==> config.mk <==
export PLATFORM = sky130hd
export DESIGN_NAME = websocket_frame_deframer_core_flat
export DESIGN_NICKNAME = d
export VERILOG_FILES = /design/src/rtl/wsdf_pkg.sv /design/src/rtl/wsdf_in_if.sv /design/src/rtl/wsdf_out_if.sv /design/src/rtl/websocket_frame_deframer_core.sv /design/src/flat_wrapper.sv
export SDC_FILE = /design/constraint.sdc
export NUM_CORES = 1
export LEC_CHECK = 0
export ABC_AREA = 1
export BUFFER_PORTS_ARGS = -buffer_cell sky130_fd_sc_hd__buf_2
export CAP_MARGIN = 20
export CORE_ASPECT_RATIO = 1.2
export CORE_MARGIN = 10
export CORE_UTILIZATION = 25
export CTS_BUF_LIST = sky130_fd_sc_hd__clkbuf_8
export DETAILED_ROUTE_END_ITERATION = 8
export PLACE_DENSITY = 0.36
export SLEW_MARGIN = 30
export SYNTH_ARGS = -nofsm -noshare
export SYNTH_HDL_FRONTEND = slang
export SYNTH_SLANG_ARGS = --single-unit
export TNS_END_PERCENT = 10
==> constraint.sdc <==
create_clock -name clk -period 5.2 [get_ports clk]
set_input_delay 0.26 -clock clk [delete_from_list [all_inputs] [get_ports clk]]
set_output_delay 0.26 -clock clk [all_outputs]
set_load 0.05 [all_outputs]
==> src/rtl/wsdf_pkg.sv <==
// ----------------------------------------------------------------------------
// WebSocket frame deframer package
// Parse phases, result status codes and shared widths.
// ----------------------------------------------------------------------------
package wsdf_pkg;

	localparam int unsigned ByteW   = 8;
	localparam int unsigned LenW    = 16;
	localparam int unsigned AccW    = 17;
	localparam int unsigned KeyW    = 32;
	localparam int unsigned StatusW = 3;

	localparam logic [LenW-1:0] MaxPayloadReset = 16'd8184;

	typedef enum logic [2:0] {
		PH_IDLE = 3'd0,
		PH_LEN  = 3'd1,
		PH_EXT  = 3'd2,
		PH_KEY  = 3'd3,
		PH_DATA = 3'd4
	} phase_t;

	typedef logic [StatusW-1:0] status_t;

	localparam status_t ST_PAYLOAD = 3'd0;
	localparam status_t ST_EMPTY   = 3'd1;
	localparam status_t ST_BAD_HDR = 3'd2;
	localparam status_t ST_BAD_OP  = 3'd3;
	localparam status_t ST_TOO_LNG = 3'd4;

	localparam logic [3:0] OP_TEXT  = 4'd1;
	localparam logic [3:0] OP_CLOSE = 4'd8;

	localparam logic [3:0] HDR_FIN_ONLY = 4'b1000;

	localparam logic [6:0] LEN_EXT16 = 7'd126;
	localparam logic [6:0] LEN_EXT64 = 7'd127;

	localparam logic [AccW-1:0] LEN_SAT       = 17'h1FFFF;
	localparam logic [AccW-1:0] LEN_SHIFT_MAX = 17'd511;

endpackage

==> src/rtl/wsdf_in_if.sv <==
// ----------------------------------------------------------------------------
// WebSocket frame deframer input channel
// Valid/ready channel carrying one received frame byte per item.
// ----------------------------------------------------------------------------
interface wsdf_in_if;
	logic                        valid;
	logic                        ready;
	logic [wsdf_pkg::ByteW-1:0]  data_byte;
	logic                        frame_start;

	modport source (output valid, output data_byte, output frame_start, input ready);
	modport sink   (input valid, input data_byte, input frame_start, output ready);
endinterface

==> src/rtl/wsdf_out_if.sv <==
// ----------------------------------------------------------------------------
// WebSocket frame deframer output channel
// Valid/ready channel carrying one payload byte or status item.
// ----------------------------------------------------------------------------
interface wsdf_out_if;
	logic                       valid;
	logic                       ready;
	logic [wsdf_pkg::ByteW-1:0] payload_byte;
	logic                       close_frame;
	wsdf_pkg::status_t          status;
	logic                       last;

	modport source (output valid, output payload_byte, output close_frame,
		output status, output last, input ready);
	modport sink   (input valid, input payload_byte, input close_frame,
		input status, input last, output ready);
endinterface

==> src/rtl/websocket_frame_deframer_core.sv <==
// ----------------------------------------------------------------------------
// WebSocket frame deframer core
// An accepted item passes through the input register and then the result register.
// Throughput: one item per cycle while the output is ready; the input register
// and the result register each hand over in the same cycle they are refilled.
// Reset: arst_n clears the parser to idle, max_payload to 8184, and empties
// both registers.
// ----------------------------------------------------------------------------
module websocket_frame_deframer_core (
	input  logic                          clk,
	input  logic                          arst_n,
	input  logic                          max_payload_we,
	input  logic [wsdf_pkg::LenW-1:0]     max_payload_data,
	wsdf_in_if.sink                       in_ch,
	wsdf_out_if.source                    out_ch
);

	logic [wsdf_pkg::LenW-1:0]  max_payload_q;

	logic                       valid_s1;
	logic [wsdf_pkg::ByteW-1:0] byte_s1;
	logic                       start_s1;
	logic                       advance;

	wsdf_pkg::phase_t           phase_q, phase_n;
	logic                       close_q, close_n;
	logic                       masked_q, masked_n;
	logic [3:0]                 ext_left_q, ext_left_n;
	logic [wsdf_pkg::AccW-1:0]  len_q, len_n;
	logic [wsdf_pkg::KeyW-1:0]  key_q, key_n;
	logic [2:0]                 key_left_q, key_left_n;
	logic [1:0]                 mpos_q, mpos_n;
	logic [wsdf_pkg::LenW-1:0]  pay_left_q, pay_left_n;

	logic                       len_done;
	logic                       pay_begin;
	logic [wsdf_pkg::ByteW-1:0] key_byte;

	logic                       res_valid;
	logic [wsdf_pkg::ByteW-1:0] res_byte;
	logic                       res_close;
	wsdf_pkg::status_t          res_status;
	logic                       res_last;

	logic                       valid_s2;
	logic [wsdf_pkg::ByteW-1:0] byte_s2;
	logic                       close_s2;
	wsdf_pkg::status_t          status_s2;
	logic                       last_s2;

	assign advance     = valid_s1 && (!valid_s2 || out_ch.ready);
	assign in_ch.ready = !valid_s1 || advance;

	always_ff @(posedge clk or negedge arst_n) begin
		if (!arst_n) begin
			max_payload_q <= wsdf_pkg::MaxPayloadReset;
		end else if (max_payload_we) begin
			max_payload_q <= max_payload_data;
		end
	end

	always_ff @(posedge clk or negedge arst_n) begin
		if (!arst_n) begin
			valid_s1 <= 1'b0;
		end else if (in_ch.ready) begin
			valid_s1 <= in_ch.valid;
		end
	end

	always_ff @(posedge clk) begin
		if (in_ch.valid && in_ch.ready) begin
			byte_s1  <= in_ch.data_byte;
			start_s1 <= in_ch.frame_start;
		end
	end

	always_comb begin
		unique case (mpos_q)
			2'd0:    key_byte = key_q[31:24];
			2'd1:    key_byte = key_q[23:16];
			2'd2:    key_byte = key_q[15:8];
			default: key_byte = key_q[7:0];
		endcase
	end

	always_comb begin
		phase_n    = phase_q;
		close_n    = close_q;
		masked_n   = masked_q;
		ext_left_n = ext_left_q;
		len_n      = len_q;
		key_n      = key_q;
		key_left_n = key_left_q;
		mpos_n     = mpos_q;
		pay_left_n = pay_left_q;
		len_done   = 1'b0;
		pay_begin  = 1'b0;
		res_valid  = 1'b0;
		res_byte   = '0;
		res_close  = 1'b0;
		res_status = wsdf_pkg::ST_PAYLOAD;
		res_last   = 1'b0;

		if (start_s1) begin
			close_n    = 1'b0;
			masked_n   = 1'b0;
			ext_left_n = '0;
			len_n      = '0;
			key_n      = '0;
			key_left_n = '0;
			mpos_n     = '0;
			pay_left_n = '0;
			phase_n    = wsdf_pkg::PH_IDLE;
			if (byte_s1[7:4] != wsdf_pkg::HDR_FIN_ONLY) begin
				res_valid  = 1'b1;
				res_status = wsdf_pkg::ST_BAD_HDR;
				res_last   = 1'b1;
			end else if (byte_s1[3:0] != wsdf_pkg::OP_TEXT
				&& byte_s1[3:0] != wsdf_pkg::OP_CLOSE) begin
				res_valid  = 1'b1;
				res_status = wsdf_pkg::ST_BAD_OP;
				res_last   = 1'b1;
			end else begin
				close_n = (byte_s1[3:0] == wsdf_pkg::OP_CLOSE);
				phase_n = wsdf_pkg::PH_LEN;
			end
		end else begin
			unique case (phase_q)
				wsdf_pkg::PH_LEN: begin
					masked_n = byte_s1[7];
					if (byte_s1[6:0] == wsdf_pkg::LEN_EXT16) begin
						len_n      = '0;
						ext_left_n = 4'd2;
						phase_n    = wsdf_pkg::PH_EXT;
					end else if (byte_s1[6:0] == wsdf_pkg::LEN_EXT64) begin
						len_n      = '0;
						ext_left_n = 4'd8;
						phase_n    = wsdf_pkg::PH_EXT;
					end else begin
						len_n    = {10'd0, byte_s1[6:0]};
						len_done = 1'b1;
					end
				end
				wsdf_pkg::PH_EXT: begin
					if (len_q > wsdf_pkg::LEN_SHIFT_MAX) begin
						len_n = wsdf_pkg::LEN_SAT;
					end else begin
						len_n = {len_q[8:0], byte_s1};
					end
					ext_left_n = ext_left_q - 4'd1;
					len_done   = (ext_left_n == 4'd0);
				end
				wsdf_pkg::PH_KEY: begin
					key_n      = {key_q[23:0], byte_s1};
					key_left_n = key_left_q - 3'd1;
					pay_begin  = (key_left_n == 3'd0);
				end
				wsdf_pkg::PH_DATA: begin
					mpos_n     = mpos_q + 2'd1;
					pay_left_n = pay_left_q - 16'd1;
					res_valid  = 1'b1;
					res_byte   = byte_s1 ^ key_byte;
					res_close  = close_q;
					res_status = wsdf_pkg::ST_PAYLOAD;
					res_last   = (pay_left_n == '0);
					if (res_last) begin
						phase_n = wsdf_pkg::PH_IDLE;
					end
				end
				default: begin
					phase_n = wsdf_pkg::PH_IDLE;
				end
			endcase
		end

		if (len_done) begin
			if (len_n > {1'b0, max_payload_q}) begin
				phase_n    = wsdf_pkg::PH_IDLE;
				res_valid  = 1'b1;
				res_close  = close_q;
				res_status = wsdf_pkg::ST_TOO_LNG;
				res_last   = 1'b1;
			end else if (masked_n) begin
				key_left_n = 3'd4;
				key_n      = '0;
				phase_n    = wsdf_pkg::PH_KEY;
			end else begin
				key_n     = '0;
				pay_begin = 1'b1;
			end
		end

		if (pay_begin) begin
			if (len_n == '0) begin
				phase_n    = wsdf_pkg::PH_IDLE;
				res_valid  = 1'b1;
				res_close  = close_q;
				res_status = wsdf_pkg::ST_EMPTY;
				res_last   = 1'b1;
			end else begin
				pay_left_n = len_n[wsdf_pkg::LenW-1:0];
				mpos_n     = '0;
				phase_n    = wsdf_pkg::PH_DATA;
			end
		end
	end

	always_ff @(posedge clk or negedge arst_n) begin
		if (!arst_n) begin
			phase_q    <= wsdf_pkg::PH_IDLE;
			close_q    <= 1'b0;
			masked_q   <= 1'b0;
			ext_left_q <= '0;
			len_q      <= '0;
			key_q      <= '0;
			key_left_q <= '0;
			mpos_q     <= '0;
			pay_left_q <= '0;
		end else if (advance) begin
			phase_q    <= phase_n;
			close_q    <= close_n;
			masked_q   <= masked_n;
			ext_left_q <= ext_left_n;
			len_q      <= len_n;
			key_q      <= key_n;
			key_left_q <= key_left_n;
			mpos_q     <= mpos_n;
			pay_left_q <= pay_left_n;
		end
	end

	always_ff @(posedge clk or negedge arst_n) begin
		if (!arst_n) begin
			valid_s2 <= 1'b0;
		end else if (advance) begin
			valid_s2 <= res_valid;
		end else if (out_ch.ready) begin
			valid_s2 <= 1'b0;
		end
	end

	always_ff @(posedge clk) begin
		if (advance && res_valid) begin
			byte_s2   <= res_byte;
			close_s2  <= res_close;
			status_s2 <= res_status;
			last_s2   <= res_last;
		end
	end

	assign out_ch.valid        = valid_s2;
	assign out_ch.payload_byte = byte_s2;
	assign out_ch.close_frame  = close_s2;
	assign out_ch.status       = status_s2;
	assign out_ch.last         = last_s2;

	a_status_last: assert property (@(posedge clk) disable iff (!arst_n)
		valid_s2 && status_s2 != wsdf_pkg::ST_PAYLOAD |-> last_s2)
		else $error("non-payload item without last");

	a_data_left: assert property (@(posedge clk) disable iff (!arst_n)
		phase_q == wsdf_pkg::PH_DATA |-> pay_left_q != '0)
		else $error("payload phase with zero bytes left");

	a_key_left: assert property (@(posedge clk) disable iff (!arst_n)
		phase_q == wsdf_pkg::PH_KEY |-> key_left_q != '0 && key_left_q <= 3'd4)
		else $error("key phase count out of range");

	a_s1_hold: assert property (@(posedge clk) disable iff (!arst_n)
		valid_s1 && !advance |=> valid_s1 && $stable(byte_s1) && $stable(start_s1))
		else $error("stalled input register lost its item");

endmodule
==> src/flat_wrapper.sv <==
// flat-port wrapper written by rule: the top's interface ports become plain ports
module websocket_frame_deframer_core_flat 
  (clk, arst_n, max_payload_we, max_payload_data, in_ch_valid, in_ch_data_byte, in_ch_frame_start, in_ch_ready, out_ch_valid, out_ch_payload_byte, out_ch_close_frame, out_ch_status, out_ch_last, out_ch_ready);
  wsdf_in_if in_ch_i ();
  wsdf_out_if out_ch_i ();
  input  logic clk;
  input  logic arst_n;
  input  logic max_payload_we;
  input  logic [wsdf_pkg::LenW-1:0] max_payload_data;
  input wire logic [$bits(in_ch_i.valid)-1:0] in_ch_valid;
  input wire logic [$bits(in_ch_i.data_byte)-1:0] in_ch_data_byte;
  input wire logic [$bits(in_ch_i.frame_start)-1:0] in_ch_frame_start;
  output wire logic [$bits(in_ch_i.ready)-1:0] in_ch_ready;
  output wire logic [$bits(out_ch_i.valid)-1:0] out_ch_valid;
  output wire logic [$bits(out_ch_i.payload_byte)-1:0] out_ch_payload_byte;
  output wire logic [$bits(out_ch_i.close_frame)-1:0] out_ch_close_frame;
  output wire logic [$bits(out_ch_i.status)-1:0] out_ch_status;
  output wire logic [$bits(out_ch_i.last)-1:0] out_ch_last;
  input wire logic [$bits(out_ch_i.ready)-1:0] out_ch_ready;
  assign in_ch_i.valid = in_ch_valid;
  assign in_ch_i.data_byte = in_ch_data_byte;
  assign in_ch_i.frame_start = in_ch_frame_start;
  assign in_ch_ready = in_ch_i.ready;
  assign out_ch_valid = out_ch_i.valid;
  assign out_ch_payload_byte = out_ch_i.payload_byte;
  assign out_ch_close_frame = out_ch_i.close_frame;
  assign out_ch_status = out_ch_i.status;
  assign out_ch_last = out_ch_i.last;
  assign out_ch_i.ready = out_ch_ready;
  websocket_frame_deframer_core u_core (.clk(clk), .arst_n(arst_n), .max_payload_we(max_payload_we), .max_payload_data(max_payload_data), .in_ch(in_ch_i), .out_ch(out_ch_i));
endmodule
* Yosys cells after proc, flatten, opt, wreduce, memory -nomap -nowiden *
Cells that the tools add are included.

storage, ports and cells
  bits in registers = 119
  input port bits = 30
  output and inout port bits = 15
  logic and storage cells = 139

cells by class
  $add $sub $neg = 4
  order comparisons = 2
  equal/unequal tests = 13
  multiplexer cells = 81
  bitwise gates (word level) = 2
  reductions and logical operators = 19

operators by type and width
  kind                   number
  $mux 32                4
  $mux 16                4
  $mux 3                 21
  $mux 17                3
  $mux 1                 35
  $pmux 17 s2            1
  $pmux 8 s3             1
  $gt 17x16->1           1
  $gt 17x9->1 const B    1
  $logic_not 17->1       1
  $logic_not 16->1       1
  $sub 16x1->16 const B  1
  $eq 7x7->1 const B     2
  $mux 4                 3
  $mux 2                 5
  $pmux 3 s3             1
  $ne 4x1->1 const B     2
  $ne 4x4->1 const B     2
  $pmux 4 s2             1
  $xor 8x8->8            1
  $mux 7                 1
  $eq 3x2->1 const B     2
  $eq 4x4->1 const B     1
  $logic_and 1x1->1      4
  other kinds (19)       22

* Longest topological paths before layout *
  word-level depth = 11
  mapped depth = 24
  depth with buffers taken out = 23

* Least setup slack after synthesis *
Ideal clock, no wire load.

  path kind = reg-to-reg
  start = reg u_core.phase_q[2]
  end = reg u_core.close_s2, in the netlist u_core.out_ch.close_frame, enable pin
  data arrival time = 2634 ps
  setup slack = 2247 ps
  cell stages (with the launch flop) = 21
  period minus slack after synthesis = 2953 ps
  cell sequence = dfrtp_1 -> inv_2 -> nand3_4 -> nand2_8 -> inv_4 -> nor2_2 -> nand2_1 -> nand2_2 -> inv_1 -> ha_1 -> nand2_1 -> o21a_1 -> o211ai_1 -> nand2_1 -> nand3_1 -> nand2_4 -> nand2_4 -> nand2_4 -> nand2_2 -> nand3_2 -> inv_2

between the ends
  cells in the longest elaborated chain, start to end = 9
  elaborated cells on any way between the ends = 24
  classes of those cells = order compare (1); eq/ne (4); mux (17); reduce/logical (2)

ends and longest elaborated chain
  item                                             RTL line                              text
  start, declared                                  websocket_frame_deframer_core.sv:25   wsdf_pkg::phase_t phase_q, phase_n;
  start signal, assigned                           websocket_frame_deframer_core.sv:210  phase_q <= wsdf_pkg::PH_IDLE;
  start signal, assigned                           websocket_frame_deframer_core.sv:220  phase_q <= phase_n;
  $eq 3x2->1 / $eq 3x1->1 (equally long branches)  websocket_frame_deframer_core.sv:128  unique case (phase_q)
  $pmux 17 s2 *                                    websocket_frame_deframer_core.sv:128
  $mux 17 *                                        websocket_frame_deframer_core.sv:104  if (start_s1) begin
  net u_core.len_n, one bit                        websocket_frame_deframer_core.sv:29   logic [wsdf_pkg::AccW-1:0] len_q, len_n;
  $gt 17x16->1                                     websocket_frame_deframer_core.sv:177  if (len_n > {1'b0, max_payload_q}) begin
  $mux 1                                           websocket_frame_deframer_core.sv:177
  $mux 1                                           websocket_frame_deframer_core.sv:176  if (len_done) begin
  $mux 1                                           websocket_frame_deframer_core.sv:194  if (len_n == '0) begin
  $mux 1 *                                         websocket_frame_deframer_core.sv:193  if (pay_begin) begin
  $logic_and 1x1->1 *                              websocket_frame_deframer_core.sv:243  if (advance && res_valid) begin
  end signal, assigned                             websocket_frame_deframer_core.sv:245  close_s2 <= res_close;
  end, declared                                    websocket_frame_deframer_core.sv:47   logic close_s2;

Mark *: on every way through the listed nets, which the timed path passes. The rest lies on a longest branch.
A chain may end at the register's enable or synchronous reset.

* Worst setup path in the final report *
  start = reg u_core.byte_s1[5] (netlist bit)
  end = reg u_core.byte_s2 (netlist bit u_core.out_ch.payload_byte[5]), enable pin

between the ends
  cells in the longest elaborated chain, start to end = 11
  elaborated cells on any way between the ends = 23
  classes of those cells = order compare (1); eq/ne (3); mux (17); reduce/logical (2)

ends and longest elaborated chain
  item                       RTL line                              text
  start, declared            websocket_frame_deframer_core.sv:21   logic [wsdf_pkg::ByteW-1:0] byte_s1;
  start signal, assigned     websocket_frame_deframer_core.sv:72   byte_s1 <= in_ch.data_byte;
  $eq 7x7->1                 websocket_frame_deframer_core.sv:135  end else if (byte_s1[6:0] == wsdf_pkg::LEN_EXT64) begin
  $mux 7                     websocket_frame_deframer_core.sv:135
  $mux 17 *                  websocket_frame_deframer_core.sv:131  if (byte_s1[6:0] == wsdf_pkg::LEN_EXT16) begin
  $pmux 17 s2 *              websocket_frame_deframer_core.sv:128
  $mux 17 *                  websocket_frame_deframer_core.sv:104
  net u_core.len_n, one bit  websocket_frame_deframer_core.sv:29
  $gt 17x16->1               websocket_frame_deframer_core.sv:177
  $mux 1                     websocket_frame_deframer_core.sv:177
  $mux 1                     websocket_frame_deframer_core.sv:176
  $mux 1                     websocket_frame_deframer_core.sv:194
  $mux 1 *                   websocket_frame_deframer_core.sv:193
  $logic_and 1x1->1 *        websocket_frame_deframer_core.sv:243
  end signal, assigned       websocket_frame_deframer_core.sv:244  byte_s2 <= res_byte;
  end, declared              websocket_frame_deframer_core.sv:46   logic [wsdf_pkg::ByteW-1:0] byte_s2;

Marks and branches as above.

==> results.toml <==
[critical_path]
reg2reg_slack_ns = 1.25
path_buf_inv = 3
crit_type = "reg2reg"
arrival_ns = 4.09
crit_family = "simple AND/OR/NAND/NOR gates"
critPathCaptureType = "flip-flop"
path_cells = "nand2_1, nor2_1, nand3_1, nand2_4, inv_2, nand2_1, nand3_1, nand2_2, inv_1, ha_1, nand2_1, o21a_1, o211ai_1, nand2_1, nand3_1, nand2_4, nand2_2, nand2_1, nand2_1, nand3_2, inv_2"
worst_ep_required_time_ns = 5.34
cp_common_cell = "nand2_1"
r2r_start = "u_core.byte_s1[5]"
ff2ff_path_depth = 21
cp_slowest_cell = "nand2_2"
critical-path-max-stage-delay_ns = 0.54
timing.rr.end = "u_core.out_ch.payload_byte[5]"
critPathLaunchType = "flip-flop"
critPathMaxFanout = 33

[clocking]
htreeDepth = 4
cts_sinks = 119
cts_buffers = 17
root_buffer = "clkbuf_8"
clock_latency_ns = 0.46
cts_tree = "yes"
clkTransAtPathRegs_ns = 0.08
clk_path_buf_depth = 2

[cells_and_area]
postLayoutCoreUtil_pct = 29.7
area_delta_synth_final_pct = 17.6
final_nets = 1099
diodes = 0
final_common_cell = "nand2_1"
drive_gt1_share_pct = 16.1
mostFrequentLayoutCells = "251 x nand2_1, 120 x inv_1, 90 x o21ai_0"

[timing]
fmax_mhz = 253
whs_ns = 0.117
tns_ns = 0
finalCriticalPeriod_ns = 3.95
hold_viol = 0
final-max-slew-violation-count = 0
worstMarginPinSlew_ns = 0.808
fin_skew_ns = 0.0148
rsz0062_at_grt = "false"
slew_headroom_pct = 46.1
setup_viol = 0
post-route-period-util_pct = 76.0

[synthesis]
synth_edf_count = 22
syn_avg_cell_area_um2 = 7.78
syn_nets = 1042
synth_compound_area_share_pct = 17.2
synth_top_family_by_area = "simple AND/OR/NAND/NOR gates"
netlist_area_mm2 = 0.00767
syn_inst = 986
synthAdderAreaFrac_pct = 4.24
synth-simple-area-share_pct = 26.7
synth_xor_area_share_pct = 1.71
ys_warn_count = 0
async_flop_share_pct = 81.5
ys_seq_area_share_pct = 40.4
synth_seq_cells = 119
synth_mux_area_share_pct = 0.147
ys.flop_type = "dfrtp_1"
synth_cell_types = 52

[route]
vias = 6686
wl_per_cell_um = 17.5
remaining_drc_errors = 0
first_pass_iters = 5
route.final.wire_length_mm = 25.4
ant_nets = 0
routed_via_density = 4.60
drtIter0Drc = 424

[hold_path]
hold_depth = 4
holdPathEnd = "u_core.valid_s1"
hp-start = "out_ch_ready"
hp-class = "in2reg"

[grt]
grt_pass1_wl_mm = 40.5
grt_overflow = 0
grt_start_max_net_pins = 65
antenna_found_initial = 0
track_usage_pct = 13.6
grt_pass1_vias = 6981

[power]
ir_drop_mv = 0.147
static-leakage-power_nw = 4.16
p_per_area_mw_per_mm2 = 473

[flow_run]
cap_violations = 0

[place]
place_congestion = 0.781
port_buffers = 44
place_hpwl_mm = 18.4

[floorplan]
ios = 45
die_h_um = 212
rows = 70
coreArea_mm2 = 0.0304
die_w_um = 180
die_area_mm2 = 0.0381
start_util_pct = 25.2

[outcome]
status = "finished, final reports clean"
==> Yosys cell counts (7+ instances only) <==
master	n	area share [%]
o2111ai_1	33	3.8
nor2_1	58	2.8
xor2_1	12	1.4
nand3_1	35	2.3
clkbuf_1	26	1.3
dfstp_2	10	3.4
a21oi_1	31	2.0
o22ai_1	18	1.5
edfxtp_1	22	8.6
inv_1	119	5.8
inv_2	15	0.73
o21ai_0	90	5.9
nand2_2	11	0.90
ha_1	26	4.2
dfrtp_1	87	28
nand4_1	27	2.2
nand2_1	251	12
or2_2	9	0.73
buf_2	7	0.46
o21ai_1	18	1.2
==> worst min-delay path, delay by kind of cell <==
kind,cells,cell delay [ns]
buf+inv,2,0.12
simple gates,2,0.15
==> worst max path at each step <==
stage	slack, ns	end	startpoint	depth (start not counted)
after floorplan	2.25	u_core.out_ch.close_frame	u_core.phase_q[2]	20
after detailed placement	1.25	u_core.out_ch.last	u_core.byte_s1[5]	21
final	1.25	u_core.out_ch.payload_byte[5]	u_core.byte_s1[5]	21
after global placement	1.27	u_core.out_ch.status[1]	u_core.byte_s1[6]	21
after CTS	1.21	u_core.out_ch.status[1]	u_core.byte_s1[5]	21
after global routing	0.95	u_core.out_ch.payload_byte[5]	u_core.byte_s1[5]	21
==> flip-flops by register name, indices dropped and copies added, names as in the netlist, 2 cells and up <==
name	cells
u_core.key_q	32
u_core.len_q	17
u_core.max_payload_q	16
u_core.pay_left_q	16
u_core.byte_s1	8
u_core.out_ch.payload_byte	8
u_core.ext_left_q	4
u_core.key_left_q	3
u_core.out_ch.status	3
u_core.phase_q	3
u_core.mpos_q	2
==> stage by stage <==
stage | area, um2 | power [mW] | std cells | worst slack, ns
floorplan | 7670 | 2.72 | 986 | 2.25
global placement | 8250 | 3.26 | 1392 | 1.27
detailed placement | 8250 | 3.25 | 1392 | 1.25
CTS | 9000 | 4.35 | 1451 | 1.21
global route | 9020 | 4.62 | 1452 | 0.946
finish | 9020 | 4.27 | 1452 | 1.25
==> report_power, final <==
group	total [mW]	internal, mW	switching (mW)
logic	1.93	0.559	1.37
clock network	1.06	0.645	0.413
registers	1.28	1.13	0.151
total	4.27	2.33	1.93
==> timing repair <==
action | 4_1_cts | 5_1_grt
hold endpoints to repair | 73 | 0
hold buffers | 27 | 0
endpoints found under the setup margin | 0 | 0
setup buffers | 0 | 0
resized for setup | 0 | 0
==> cell type report <==
type	count	area, um2
Clock buffer	23	317
Clock inverter	9	170
Fill cell	3306	21400
Inverter	137	519
Multi-Input combinational cell	687	3840
Sequential cell	119	3100
Tap cell	396	495
Timing Repair Buffer	81	574
==> kinds of logic (layout without fill, tap and decap cells) <==
logic type	after synthesis	count (layout)
AO/OA/AOI/OAI	218	218
XOR/XNOR	15	15
adder cells (fa/ha/maj)	26	26
buffers and inverters	180	250
flip-flops	119	119
multiplexers	1	1
AND/OR/NAND/NOR	427	427
==> per-layer routing <==
| layer | GRT usage [%] | wire (um) | vias to the layer above |
|---|---|---|---|
| met3 | 2.32 | 430 | 30 |
| li1 | - | - | 3399 |
| met4 | 5.17 | 612 | 0 |
| met5 | 0 | 0 | - |
| met1 | 15.6 | 11100 | 3189 |
| met2 | 24.6 | 13300 | 68 |
(Power assumes the default switching activity.)
